==> src/hdl/pmpd_pkg.sv <==
// Shared types and constants for the PS/2 mouse packet decoder.
// No dependencies; imported by every module of the block.
package pmpd_pkg;

    // Header byte bit positions
    localparam int unsigned HDR_SYNC   = 3;
    localparam int unsigned HDR_X_SIGN = 4;
    localparam int unsigned HDR_X_OVER = 5;
    localparam int unsigned HDR_Y_SIGN = 6;
    localparam int unsigned HDR_Y_OVER = 7;

    // Byte position within a packet
    localparam logic [1:0] POS_HDR = 2'd0;
    localparam logic [1:0] POS_X   = 2'd1;
    localparam logic [1:0] POS_Y   = 2'd2;

    // Event codes
    localparam logic       EV_BUTTON  = 1'b0;
    localparam logic       EV_MOTION  = 1'b1;
    localparam logic [1:0] BTN_LEFT   = 2'd0;
    localparam logic [1:0] BTN_RIGHT  = 2'd1;
    localparam logic [1:0] BTN_MIDDLE = 2'd2;
    localparam logic [1:0] BTN_NONE   = 2'd3;

    // Packet queue geometry
    localparam int unsigned Q_DEPTH = 2;
    localparam int unsigned Q_PTR_W = $clog2(Q_DEPTH);
    localparam int unsigned Q_CNT_W = $clog2(Q_DEPTH + 1);

    // Decoded packet handed from front to back
    typedef struct packed {
        logic [2:0]        held;    // button state before this packet
        logic [2:0]        newb;    // button state reported by this packet
        logic signed [8:0] mx;
        logic signed [8:0] my;
    } pkt_t;

endpackage

==> src/hdl/pmpd_front.sv <==
// Front end: assembles three-byte packets and classifies them.
// Depends on pmpd_pkg.
module pmpd_front (
    input  logic                aclk,
    input  logic                aresetn,
    input  logic                s_valid,
    output logic                s_ready,
    input  logic [7:0]          s_in_byte,
    input  logic                q_full,
    output logic                q_push,
    output pmpd_pkg::pkt_t      q_pkt
);
    import pmpd_pkg::*;

    logic [1:0] pos_reg, pos_next;
    logic [7:0] hdr_reg, hdr_next;
    logic [7:0] xb_reg, xb_next;
    logic       drop_reg, drop_next;
    logic [2:0] held_reg, held_next;
    logic       acc;

    assign s_ready = !q_full;
    assign acc     = s_valid && s_ready;

    // Packet fields as seen on the final byte
    assign q_pkt.held = held_reg;
    assign q_pkt.newb = hdr_reg[2:0];
    assign q_pkt.mx   = {hdr_reg[HDR_X_SIGN], xb_reg};
    assign q_pkt.my   = {hdr_reg[HDR_Y_SIGN], s_in_byte};

    always_comb begin
        pos_next  = pos_reg;
        hdr_next  = hdr_reg;
        xb_next   = xb_reg;
        drop_next = drop_reg;
        held_next = held_reg;
        q_push    = 1'b0;
        if (acc) begin
            case (pos_reg)
                POS_HDR: begin
                    // drop bytes until a header with the sync bit shows up
                    if (s_in_byte[HDR_SYNC]) begin
                        hdr_next  = s_in_byte;
                        drop_next = s_in_byte[HDR_X_OVER] | s_in_byte[HDR_Y_OVER];
                        pos_next  = POS_X;
                    end
                end
                POS_X: begin
                    xb_next  = s_in_byte;
                    pos_next = POS_Y;
                end
                default: begin
                    pos_next = POS_HDR;
                    if (drop_reg) begin
                        drop_next = 1'b0;
                    end else begin
                        held_next = hdr_reg[2:0];
                        // queue only packets that produce at least one event
                        q_push = (held_reg != hdr_reg[2:0]) || (q_pkt.mx != 9'sd0)
                                 || (q_pkt.my != 9'sd0);
                    end
                end
            endcase
        end
    end

    always_ff @(posedge aclk) begin
        if (!aresetn) begin
            pos_reg  <= POS_HDR;
            hdr_reg  <= '0;
            xb_reg   <= '0;
            drop_reg <= 1'b0;
            held_reg <= '0;
        end else begin
            pos_reg  <= pos_next;
            hdr_reg  <= hdr_next;
            xb_reg   <= xb_next;
            drop_reg <= drop_next;
            held_reg <= held_next;
        end
    end

endmodule

==> src/hdl/pmpd_queue.sv <==
// Short packet queue between front and back ends.
// Depends on pmpd_pkg.
module pmpd_queue (
    input  logic           aclk,
    input  logic           aresetn,
    input  logic           push,
    input  pmpd_pkg::pkt_t push_pkt,
    output logic           full,
    input  logic           pop,
    output logic           head_valid,
    output pmpd_pkg::pkt_t head_pkt
);
    import pmpd_pkg::*;

    pkt_t               slot_reg [Q_DEPTH];
    logic [Q_PTR_W-1:0] wr_reg, wr_next;
    logic [Q_PTR_W-1:0] rd_reg, rd_next;
    logic [Q_CNT_W-1:0] cnt_reg, cnt_next;

    assign full       = (cnt_reg == Q_CNT_W'(Q_DEPTH));
    assign head_valid = (cnt_reg != '0);
    assign head_pkt   = slot_reg[rd_reg];

    always_comb begin
        wr_next  = wr_reg;
        rd_next  = rd_reg;
        cnt_next = cnt_reg;
        if (push) begin
            wr_next = (wr_reg == Q_PTR_W'(Q_DEPTH - 1)) ? '0 : wr_reg + 1'b1;
        end
        if (pop) begin
            rd_next = (rd_reg == Q_PTR_W'(Q_DEPTH - 1)) ? '0 : rd_reg + 1'b1;
        end
        if (push && !pop) begin
            cnt_next = cnt_reg + 1'b1;
        end else if (pop && !push) begin
            cnt_next = cnt_reg - 1'b1;
        end
    end

    always_ff @(posedge aclk) begin
        if (push) begin
            slot_reg[wr_reg] <= push_pkt;
        end
    end

    always_ff @(posedge aclk) begin
        if (!aresetn) begin
            wr_reg  <= '0;
            rd_reg  <= '0;
            cnt_reg <= '0;
        end else begin
            wr_reg  <= wr_next;
            rd_reg  <= rd_next;
            cnt_reg <= cnt_next;
        end
    end

`ifndef SYNTHESIS
    a_no_overfill: assert property (@(posedge aclk) disable iff (!aresetn)
        push |-> (!full || pop))
        else $error("packet queue written while full");
    a_no_underrun: assert property (@(posedge aclk) disable iff (!aresetn)
        pop |-> head_valid)
        else $error("packet queue read while empty");
`endif

endmodule

==> src/hdl/pmpd_back.sv <==
// Back end: expands one queued packet into button and motion events.
// Depends on pmpd_pkg.
module pmpd_back (
    input  logic              aclk,
    input  logic              aresetn,
    input  logic              head_valid,
    input  pmpd_pkg::pkt_t    head_pkt,
    output logic              pop,
    output logic              m_valid,
    input  logic              m_ready,
    output logic              m_event_kind,
    output logic [1:0]        m_which_button,
    output logic              m_is_pressed,
    output logic [2:0]        m_button_mask,
    output logic signed [8:0] m_move_x,
    output logic signed [8:0] m_move_y,
    output logic              m_last_of_packet
);
    import pmpd_pkg::*;

    // Work registers for the packet being expanded
    logic              busy_reg, busy_next;
    logic [2:0]        pend_reg, pend_next;
    logic [2:0]        run_reg, run_next;
    logic [2:0]        newb_reg, newb_next;
    logic              mot_reg, mot_next;
    logic signed [8:0] mx_reg, mx_next;
    logic signed [8:0] my_reg, my_next;

    // Output register
    logic              ov_reg, ov_next;
    logic              kind_reg, kind_next;
    logic [1:0]        which_reg, which_next;
    logic              press_reg, press_next;
    logic [2:0]        mask_reg, mask_next;
    logic signed [8:0] ox_reg, ox_next;
    logic signed [8:0] oy_reg, oy_next;
    logic              last_reg, last_next;

    logic emit;

    assign emit = busy_reg && (!ov_reg || m_ready);
    assign pop  = !busy_reg && head_valid;

    always_comb begin
        busy_next  = busy_reg;
        pend_next  = pend_reg;
        run_next   = run_reg;
        newb_next  = newb_reg;
        mot_next   = mot_reg;
        mx_next    = mx_reg;
        my_next    = my_reg;
        ov_next    = ov_reg && !m_ready;
        kind_next  = kind_reg;
        which_next = which_reg;
        press_next = press_reg;
        mask_next  = mask_reg;
        ox_next    = ox_reg;
        oy_next    = oy_reg;
        last_next  = last_reg;
        if (pop) begin
            busy_next = 1'b1;
            pend_next = head_pkt.held ^ head_pkt.newb;
            run_next  = head_pkt.held;
            newb_next = head_pkt.newb;
            mot_next  = (head_pkt.mx != 9'sd0) || (head_pkt.my != 9'sd0);
            mx_next   = head_pkt.mx;
            my_next   = head_pkt.my;
        end else if (emit) begin
            ov_next = 1'b1;
            ox_next = '0;
            oy_next = '0;
            kind_next = EV_BUTTON;
            // lowest pending button first: left, right, middle
            if (pend_reg[0]) begin
                which_next  = BTN_LEFT;
                press_next  = newb_reg[0];
                run_next    = {run_reg[2:1], newb_reg[0]};
                pend_next   = {pend_reg[2:1], 1'b0};
            end else if (pend_reg[1]) begin
                which_next  = BTN_RIGHT;
                press_next  = newb_reg[1];
                run_next    = {run_reg[2], newb_reg[1], run_reg[0]};
                pend_next   = {pend_reg[2], 1'b0, pend_reg[0]};
            end else if (pend_reg[2]) begin
                which_next  = BTN_MIDDLE;
                press_next  = newb_reg[2];
                run_next    = {newb_reg[2], run_reg[1:0]};
                pend_next   = 3'b000;
            end else begin
                kind_next  = EV_MOTION;
                which_next = BTN_NONE;
                press_next = 1'b0;
                ox_next    = mx_reg;
                oy_next    = my_reg;
                mot_next   = 1'b0;
            end
            mask_next = run_next;
            last_next = (pend_next == 3'b000) && !mot_next;
            busy_next = !last_next;
        end
    end

    always_ff @(posedge aclk) begin
        pend_reg  <= pend_next;
        run_reg   <= run_next;
        newb_reg  <= newb_next;
        mot_reg   <= mot_next;
        mx_reg    <= mx_next;
        my_reg    <= my_next;
        kind_reg  <= kind_next;
        which_reg <= which_next;
        press_reg <= press_next;
        mask_reg  <= mask_next;
        ox_reg    <= ox_next;
        oy_reg    <= oy_next;
        last_reg  <= last_next;
    end

    always_ff @(posedge aclk) begin
        if (!aresetn) begin
            busy_reg <= 1'b0;
            ov_reg   <= 1'b0;
        end else begin
            busy_reg <= busy_next;
            ov_reg   <= ov_next;
        end
    end

    assign m_valid          = ov_reg;
    assign m_event_kind     = kind_reg;
    assign m_which_button   = which_reg;
    assign m_is_pressed     = press_reg;
    assign m_button_mask    = mask_reg;
    assign m_move_x         = ox_reg;
    assign m_move_y         = oy_reg;
    assign m_last_of_packet = last_reg;

`ifndef SYNTHESIS
    a_work_pending: assert property (@(posedge aclk) disable iff (!aresetn)
        busy_reg |-> (pend_reg != 3'b000) || mot_reg)
        else $error("busy packet has no event left");
    a_stay_busy: assert property (@(posedge aclk) disable iff (!aresetn)
        (emit && !last_next) |=> busy_reg)
        else $error("packet dropped before its last event");
    a_motion_last: assert property (@(posedge aclk) disable iff (!aresetn)
        (m_valid && m_event_kind == EV_MOTION) |->
            (m_last_of_packet && m_which_button == BTN_NONE))
        else $error("motion event not last of packet");
`endif

endmodule

==> src/hdl/ps2_mouse_packet_decoder.sv <==
// PS/2 mouse packet decoder: raw mouse bytes in, button and motion events out.
// Input channel s_*: one byte per transaction. Result channel m_*: one event per
// transaction. Three bytes make a packet (header, X low byte, Y low byte).
//
// Event path: the third byte's packet is written into the queue, loaded into the
// back end's work registers, and its first event is registered in the output
// register; later events of the same packet follow one per cycle while the
// receiver accepts them. A packet yields zero to four events; the final one
// carries m_last_of_packet. The front end takes one byte per cycle while the
// packet queue has room; the back end loads a packet in a step of its own and
// then emits its events, and takes the next packet only after the last event of
// the current one is registered.
// Headers without the sync bit are dropped; overflow packets and packets with
// no button change and no motion produce no event.
// Reset (aresetn low, synchronous): packet position, stored button state and
// the queue are cleared; no result is pending.
// Receiver stall: the output register holds its event; the back end waits, the
// two-entry queue absorbs finished packets, and s_ready falls when it is full.
// Depends on pmpd_pkg, pmpd_front, pmpd_queue, pmpd_back.
module ps2_mouse_packet_decoder (
    input  logic              aclk,
    input  logic              aresetn,
    input  logic              s_valid,
    output logic              s_ready,
    input  logic [7:0]        s_in_byte,
    output logic              m_valid,
    input  logic              m_ready,
    output logic              m_event_kind,
    output logic [1:0]        m_which_button,
    output logic              m_is_pressed,
    output logic [2:0]        m_button_mask,
    output logic signed [8:0] m_move_x,
    output logic signed [8:0] m_move_y,
    output logic              m_last_of_packet
);
    import pmpd_pkg::*;

    logic q_full;
    logic q_push;
    logic q_pop;
    logic q_valid;
    pkt_t push_pkt;
    pkt_t head_pkt;

    // Assemble and classify packets
    pmpd_front u_front (
        .aclk      (aclk),
        .aresetn   (aresetn),
        .s_valid   (s_valid),
        .s_ready   (s_ready),
        .s_in_byte (s_in_byte),
        .q_full    (q_full),
        .q_push    (q_push),
        .q_pkt     (push_pkt)
    );

    // Decouple packet assembly from event emission
    pmpd_queue u_queue (
        .aclk       (aclk),
        .aresetn    (aresetn),
        .push       (q_push),
        .push_pkt   (push_pkt),
        .full       (q_full),
        .pop        (q_pop),
        .head_valid (q_valid),
        .head_pkt   (head_pkt)
    );

    // Expand packets into events
    pmpd_back u_back (
        .aclk             (aclk),
        .aresetn          (aresetn),
        .head_valid       (q_valid),
        .head_pkt         (head_pkt),
        .pop              (q_pop),
        .m_valid          (m_valid),
        .m_ready          (m_ready),
        .m_event_kind     (m_event_kind),
        .m_which_button   (m_which_button),
        .m_is_pressed     (m_is_pressed),
        .m_button_mask    (m_button_mask),
        .m_move_x         (m_move_x),
        .m_move_y         (m_move_y),
        .m_last_of_packet (m_last_of_packet)
    );

endmodule
==> config.mk <==
export PLATFORM = sky130hd
export DESIGN_NAME = ps2_mouse_packet_decoder
export DESIGN_NICKNAME = d
export VERILOG_FILES = /design/src/hdl/pmpd_pkg.sv /design/src/hdl/pmpd_front.sv /design/src/hdl/pmpd_queue.sv /design/src/hdl/pmpd_back.sv /design/src/hdl/ps2_mouse_packet_decoder.sv
export SDC_FILE = /design/constraint.sdc
export NUM_CORES = 1
export LEC_CHECK = 0
export BUFFER_PORTS_ARGS = -buffer_cell sky130_fd_sc_hd__buf_2
export CAP_MARGIN = 20
export CORE_ASPECT_RATIO = 1.25
export CORE_MARGIN = 1.5
export CORE_UTILIZATION = 55
export CTS_CLUSTER_DIAMETER = 50
export CTS_CLUSTER_SIZE = 14
export DETAILED_ROUTE_END_ITERATION = 16
export PLACE_DENSITY = 0.74
export SYNTH_ARGS = -nofsm -noshare
export SYNTH_HDL_FRONTEND = slang
export SYNTH_SLANG_ARGS = --single-unit
==> constraint.sdc <==
create_clock -name aclk -period 5.2 [get_ports aclk]
set_clock_uncertainty 0.1 [all_clocks]
set_input_delay 0.26 -clock aclk [delete_from_list [all_inputs] [get_ports aclk]]
set_output_delay 0.26 -clock aclk [all_outputs]
set_load 0.05 [all_outputs]
==> metrics.txt <==
# TYPE chip_impl_metric gauge
chip_impl_info{name="synth_common_cells",value="sky130_fd_sc_hd__edfxtp_1 (102), sky130_fd_sc_hd__dfxtp_1 (26), sky130_fd_sc_hd__and2_1 (24), sky130_fd_sc_hd__mux2_2 (23), sky130_fd_sc_hd__nor2b_1 (21)"} 1
chip_impl_metric{name="final_hold_violations",unit=""} 0
chip_impl_info{name="tritoncts_clock_tree",value="yes"} 1
chip_impl_metric{name="initial_drt_markers",unit=""} 122
chip_impl_info{name="status",value="finished, final reports clean"} 1
chip_impl_metric{name="postRouteAntennaNets",unit=""} 0
chip_impl_metric{name="area_occupied_by_multi_input_gates",unit="um2"} 1250
chip_impl_metric{name="maximum_fanout_count_along_the_critical_path",unit=""} 24
chip_impl_metric{name="async_flop_share",unit=""} 0
chip_impl_metric{name="die_area",unit="um2"} 9470
chip_impl_metric{name="width_of_the_chip",unit="um"} 87.3
chip_impl_metric{name="overflow_after_grt",unit=""} 0
chip_impl_metric{name="flip_flop_and_latch_count_after_synthesis",unit=""} 128
chip_impl_metric{name="largest_register_ffs",unit=""} 48
chip_impl_metric{name="wirelength",unit="mm"} 7.93
chip_impl_metric{name="global_route.usage.total",unit=""} 0.187
chip_impl_metric{name="num_vias",unit=""} 2643
chip_impl_metric{name="port-buffer-count",unit=""} 39
chip_impl_info{name="rsz0062_at_grt",value="no"} 1
chip_impl_metric{name="die_h",unit="um"} 108
chip_impl_metric{name="first_global_vias",unit=""} 2676
chip_impl_metric{name="synth-edff-count",unit=""} 102
chip_impl_metric{name="core_area",unit="um2"} 8650
chip_impl_metric{name="min_period_over_period",unit=""} 0.505
chip_impl_metric{name="fin_setup_tns",unit="ps"} 0
chip_impl_metric{name="route.detailed.vias_per_inst",unit=""} 5.23
chip_impl_metric{name="r2r.worst_path.cells",unit=""} 4
chip_impl_metric{name="required",unit="ps"} 5230
chip_impl_metric{name="post_synth_instance_area",unit="um2"} 4890
chip_impl_metric{name="leakagePower",unit="nW"} 2.23
chip_impl_metric{name="post-place-ws",unit="ps"} 2420
chip_impl_metric{name="post-route-min-period",unit="ps"} 2620
chip_impl_metric{name="timing.max_slew.rel_slack",unit=""} 0.268
chip_impl_metric{name="yosysUniqueCellTypes",unit=""} 37
chip_impl_info{name="startpoint",value="u_queue.cnt_reg[0]"} 1
chip_impl_metric{name="cts_num_sinks",unit=""} 128
chip_impl_info{name="synthFlopType",value="sky130_fd_sc_hd__edfxtp_1"} 1
chip_impl_metric{name="synthCells",unit=""} 310
chip_impl_metric{name="cts_post_setup_buffers_inserted",unit=""} 0
chip_impl_info{name="synth.top_cells.by_area",value="sky130_fd_sc_hd__edfxtp_1 (63%), sky130_fd_sc_hd__dfxtp_1 (11%), sky130_fd_sc_hd__mux2_2 (5.3%)"} 1
chip_impl_metric{name="io_pins",unit=""} 40
chip_impl_info{name="path_class",value="reg2reg"} 1
chip_impl_metric{name="worst_slew_pin_slew",unit="ps"} 1100
chip_impl_metric{name="register_area",unit="um2"} 3580
chip_impl_metric{name="cts_repair_resize_count",unit=""} 0
chip_impl_metric{name="crit_arrival",unit="ps"} 2660
chip_impl_metric{name="achievable-frequency",unit="MHz"} 381
chip_impl_metric{name="numCtsBuffers",unit=""} 17
chip_impl_metric{name="dp.final_hpwl",unit="mm"} 5.17
chip_impl_metric{name="pwr_density_cell",unit="nW/um2"} 568
chip_impl_metric{name="final_critical_path_setup_slack",unit="ps"} 2580
chip_impl_metric{name="pins_over_slew_limit",unit=""} 0
chip_impl_metric{name="clk_pin_slew_worst_paths",unit="ps"} 60
chip_impl_info{name="synthMostInstantiatedCell",value="sky130_fd_sc_hd__edfxtp_1"} 1
chip_impl_metric{name="post-route-drc-count",unit=""} 0
chip_impl_info{name="synth.largest_area_cell",value="sky130_fd_sc_hd__edfxtp_1"} 1
chip_impl_info{name="crit_path_start_kind",value="flop"} 1
chip_impl_metric{name="setup-violations-final",unit=""} 0
chip_impl_metric{name="grt_antenna_before_repair",unit=""} 0
chip_impl_metric{name="max-cap-violations",unit=""} 0
chip_impl_metric{name="layout.core_utilization",unit=""} 0.695
chip_impl_metric{name="num_rows",unit=""} 38
chip_impl_metric{name="syn-num-nets",unit=""} 323
chip_impl_metric{name="synth-warning-count",unit=""} 0
chip_impl_info{name="cts_root_buffer",value="sky130_fd_sc_hd__clkbuf_8"} 1
chip_impl_metric{name="grt_start_max_net_pins",unit=""} 35
chip_impl_metric{name="grt_pass1_wl",unit="mm"} 12.9
chip_impl_info{name="critPathCaptureType",value="flop"} 1
chip_impl_metric{name="wire_per_inst",unit="um"} 15.7
chip_impl_metric{name="clock_insertion_delay_worst_skew",unit="ps"} 520
chip_impl_metric{name="start_util",unit=""} 0.565
chip_impl_metric{name="fraction_of_final_layout_cells_with_drive_strength_greater_than_1",unit=""} 0.257
chip_impl_metric{name="gp_congestion",unit=""} 0.736
chip_impl_info{name="timing_endpoint_of_the_critical_path",value="u_queue.slot_reg[1][8]"} 1
chip_impl_metric{name="syn_avg_cell_area",unit="um2"} 15.8
chip_impl_metric{name="synth_top_area_share",unit=""} 0.626
chip_impl_info{name="worst_r2r_startpoint",value="u_queue.cnt_reg[0]"} 1
chip_impl_metric{name="final_nets",unit=""} 385
chip_impl_metric{name="antennaDiodeCount",unit=""} 0
chip_impl_metric{name="cts_max_path_buffers",unit=""} 2
chip_impl_metric{name="htree_levels",unit=""} 4
chip_impl_info{name="reg2reg_to",value="u_queue.slot_reg[1][8]"} 1
chip_impl_metric{name="minimum_setup_slack_among_reg_to_reg_paths",unit="ps"} 2580
chip_impl_metric{name="synth.yosys.seq_area_share",unit=""} 0.733
chip_impl_metric{name="filler_cell_count",unit=""} 577
chip_impl_info{name="hp-class",value="in2reg"} 1
chip_impl_metric{name="ir_worst_vdd",unit="mV"} 0.295
chip_impl_metric{name="drt-pass1-iter-count",unit=""} 4
chip_impl_metric{name="area_growth",unit="%"} 23.0
==> metrics by stage <==
step	hold WS, ps	instances	area, um2	total power (W)
finish	76.6	505	6010	0.00341
global placement	378	460	5200	0.00216
CTS	54.8	502	5930	0.00340
detailed placement	388	460	5200	0.00218
global route	84.1	505	6010	0.00355
floorplan	259	310	4890	0.00203
==> timing repair <==
action                                  in CTS  in global routing
endpoints found under the setup margin       0                  0
hold endpoints to repair                    30                  0
hold buffers                                10                  0
==> cell families after synthesis <==
kind of cell,share of synthesized area
AO/OA/AOI/OAI,0.0340
XOR/XNOR,0.0161
buffers and inverters,0.0123
flip-flops,0.733
multiplexers,0.0939
AND/OR/NAND/NOR,0.108
adder cells (fa/ha/maj),0.00256
==> power breakdown <==
part	total (W)	internal, W	switching [W]	leakage, nW
Combinational	0.000742	0.000252	0.000490	0.751
Sequential	0.00146	0.00138	0.0000783	1.16
Clock	0.00121	0.000802	0.000410	0.314
==> area by class of cell <==
cell class	count	share of cell area
Sequential cell	128	0.596
Multi-Input combinational cell	168	0.208
Clock buffer	26	0.0897
Timing Repair Buffer	54	0.0653
Tap cell	120	0.0250
Clock inverter	6	0.0146
Inverter	3	0.00187
==> critical path, cell delays in order (launching register included) <==
cell	delay, ps
sky130_fd_sc_hd__dfxtp_1	390
sky130_fd_sc_hd__nand2b_1	220
sky130_fd_sc_hd__nand4b_1	250
sky130_fd_sc_hd__a21oi_1	360
sky130_fd_sc_hd__and2_1	920
==> metal layers <==
| metal | routed length, um | global-route usage | vias to the layer above |
|---|---|---|---|
| met5 | 0 | 0 | - |
| met1 | 3470 | 0.221 | 1269 |
| li1 | - | - | 1286 |
| met2 | 3950 | 0.304 | 75 |
| met3 | 306 | 0.0618 | 13 |
| met4 | 201 | 0.0975 | 0 |
==> cells in the final DEF, fill, tap and decap left out, types with 2 or more instances in the layout <==
cell type and count:
sky130_fd_sc_hd__bufinv_16 2, sky130_fd_sc_hd__a21boi_0 4, sky130_fd_sc_hd__dlygate4sd3_1 10, sky130_fd_sc_hd__xor2_1 4
sky130_fd_sc_hd__inv_1 3, sky130_fd_sc_hd__nor4_1 7, sky130_fd_sc_hd__buf_2 39, sky130_fd_sc_hd__mux2_2 23
sky130_fd_sc_hd__o21ai_0 7, sky130_fd_sc_hd__nor2_1 7, sky130_fd_sc_hd__nand2b_1 4, sky130_fd_sc_hd__xnor2_1 5
sky130_fd_sc_hd__inv_4 3, sky130_fd_sc_hd__buf_16 3, sky130_fd_sc_hd__nand4_1 2, sky130_fd_sc_hd__mux2i_1 20
sky130_fd_sc_hd__buf_4 2, sky130_fd_sc_hd__nand2_1 12, sky130_fd_sc_hd__nor3_1 3, sky130_fd_sc_hd__a21oi_1 3
sky130_fd_sc_hd__edfxtp_1 102, sky130_fd_sc_hd__o21a_1 4, sky130_fd_sc_hd__nand4b_1 2, sky130_fd_sc_hd__and2_1 24
sky130_fd_sc_hd__or4_1 2, sky130_fd_sc_hd__clkbuf_16 17, sky130_fd_sc_hd__nor2b_1 20, sky130_fd_sc_hd__dfxtp_1 26
sky130_fd_sc_hd__clkbuf_8 8
==> how the worst min path moves through the flow <==
stage,from,end,slack [ps],cells after the start
floorplan,s_in_byte[0],u_queue.slot_reg[0][0],260,0
global placement,u_queue.wr_reg,u_queue.wr_reg,380,2
detailed placement,u_front.hdr_reg[4],u_queue.slot_reg[1][17],390,0
CTS,aresetn,u_back.busy_reg,50,2
global route,aresetn,u_back.busy_reg,80,2
finish,aresetn,u_back.busy_reg,80,2
No activity file was read; power rests on OpenSTA's default activity.
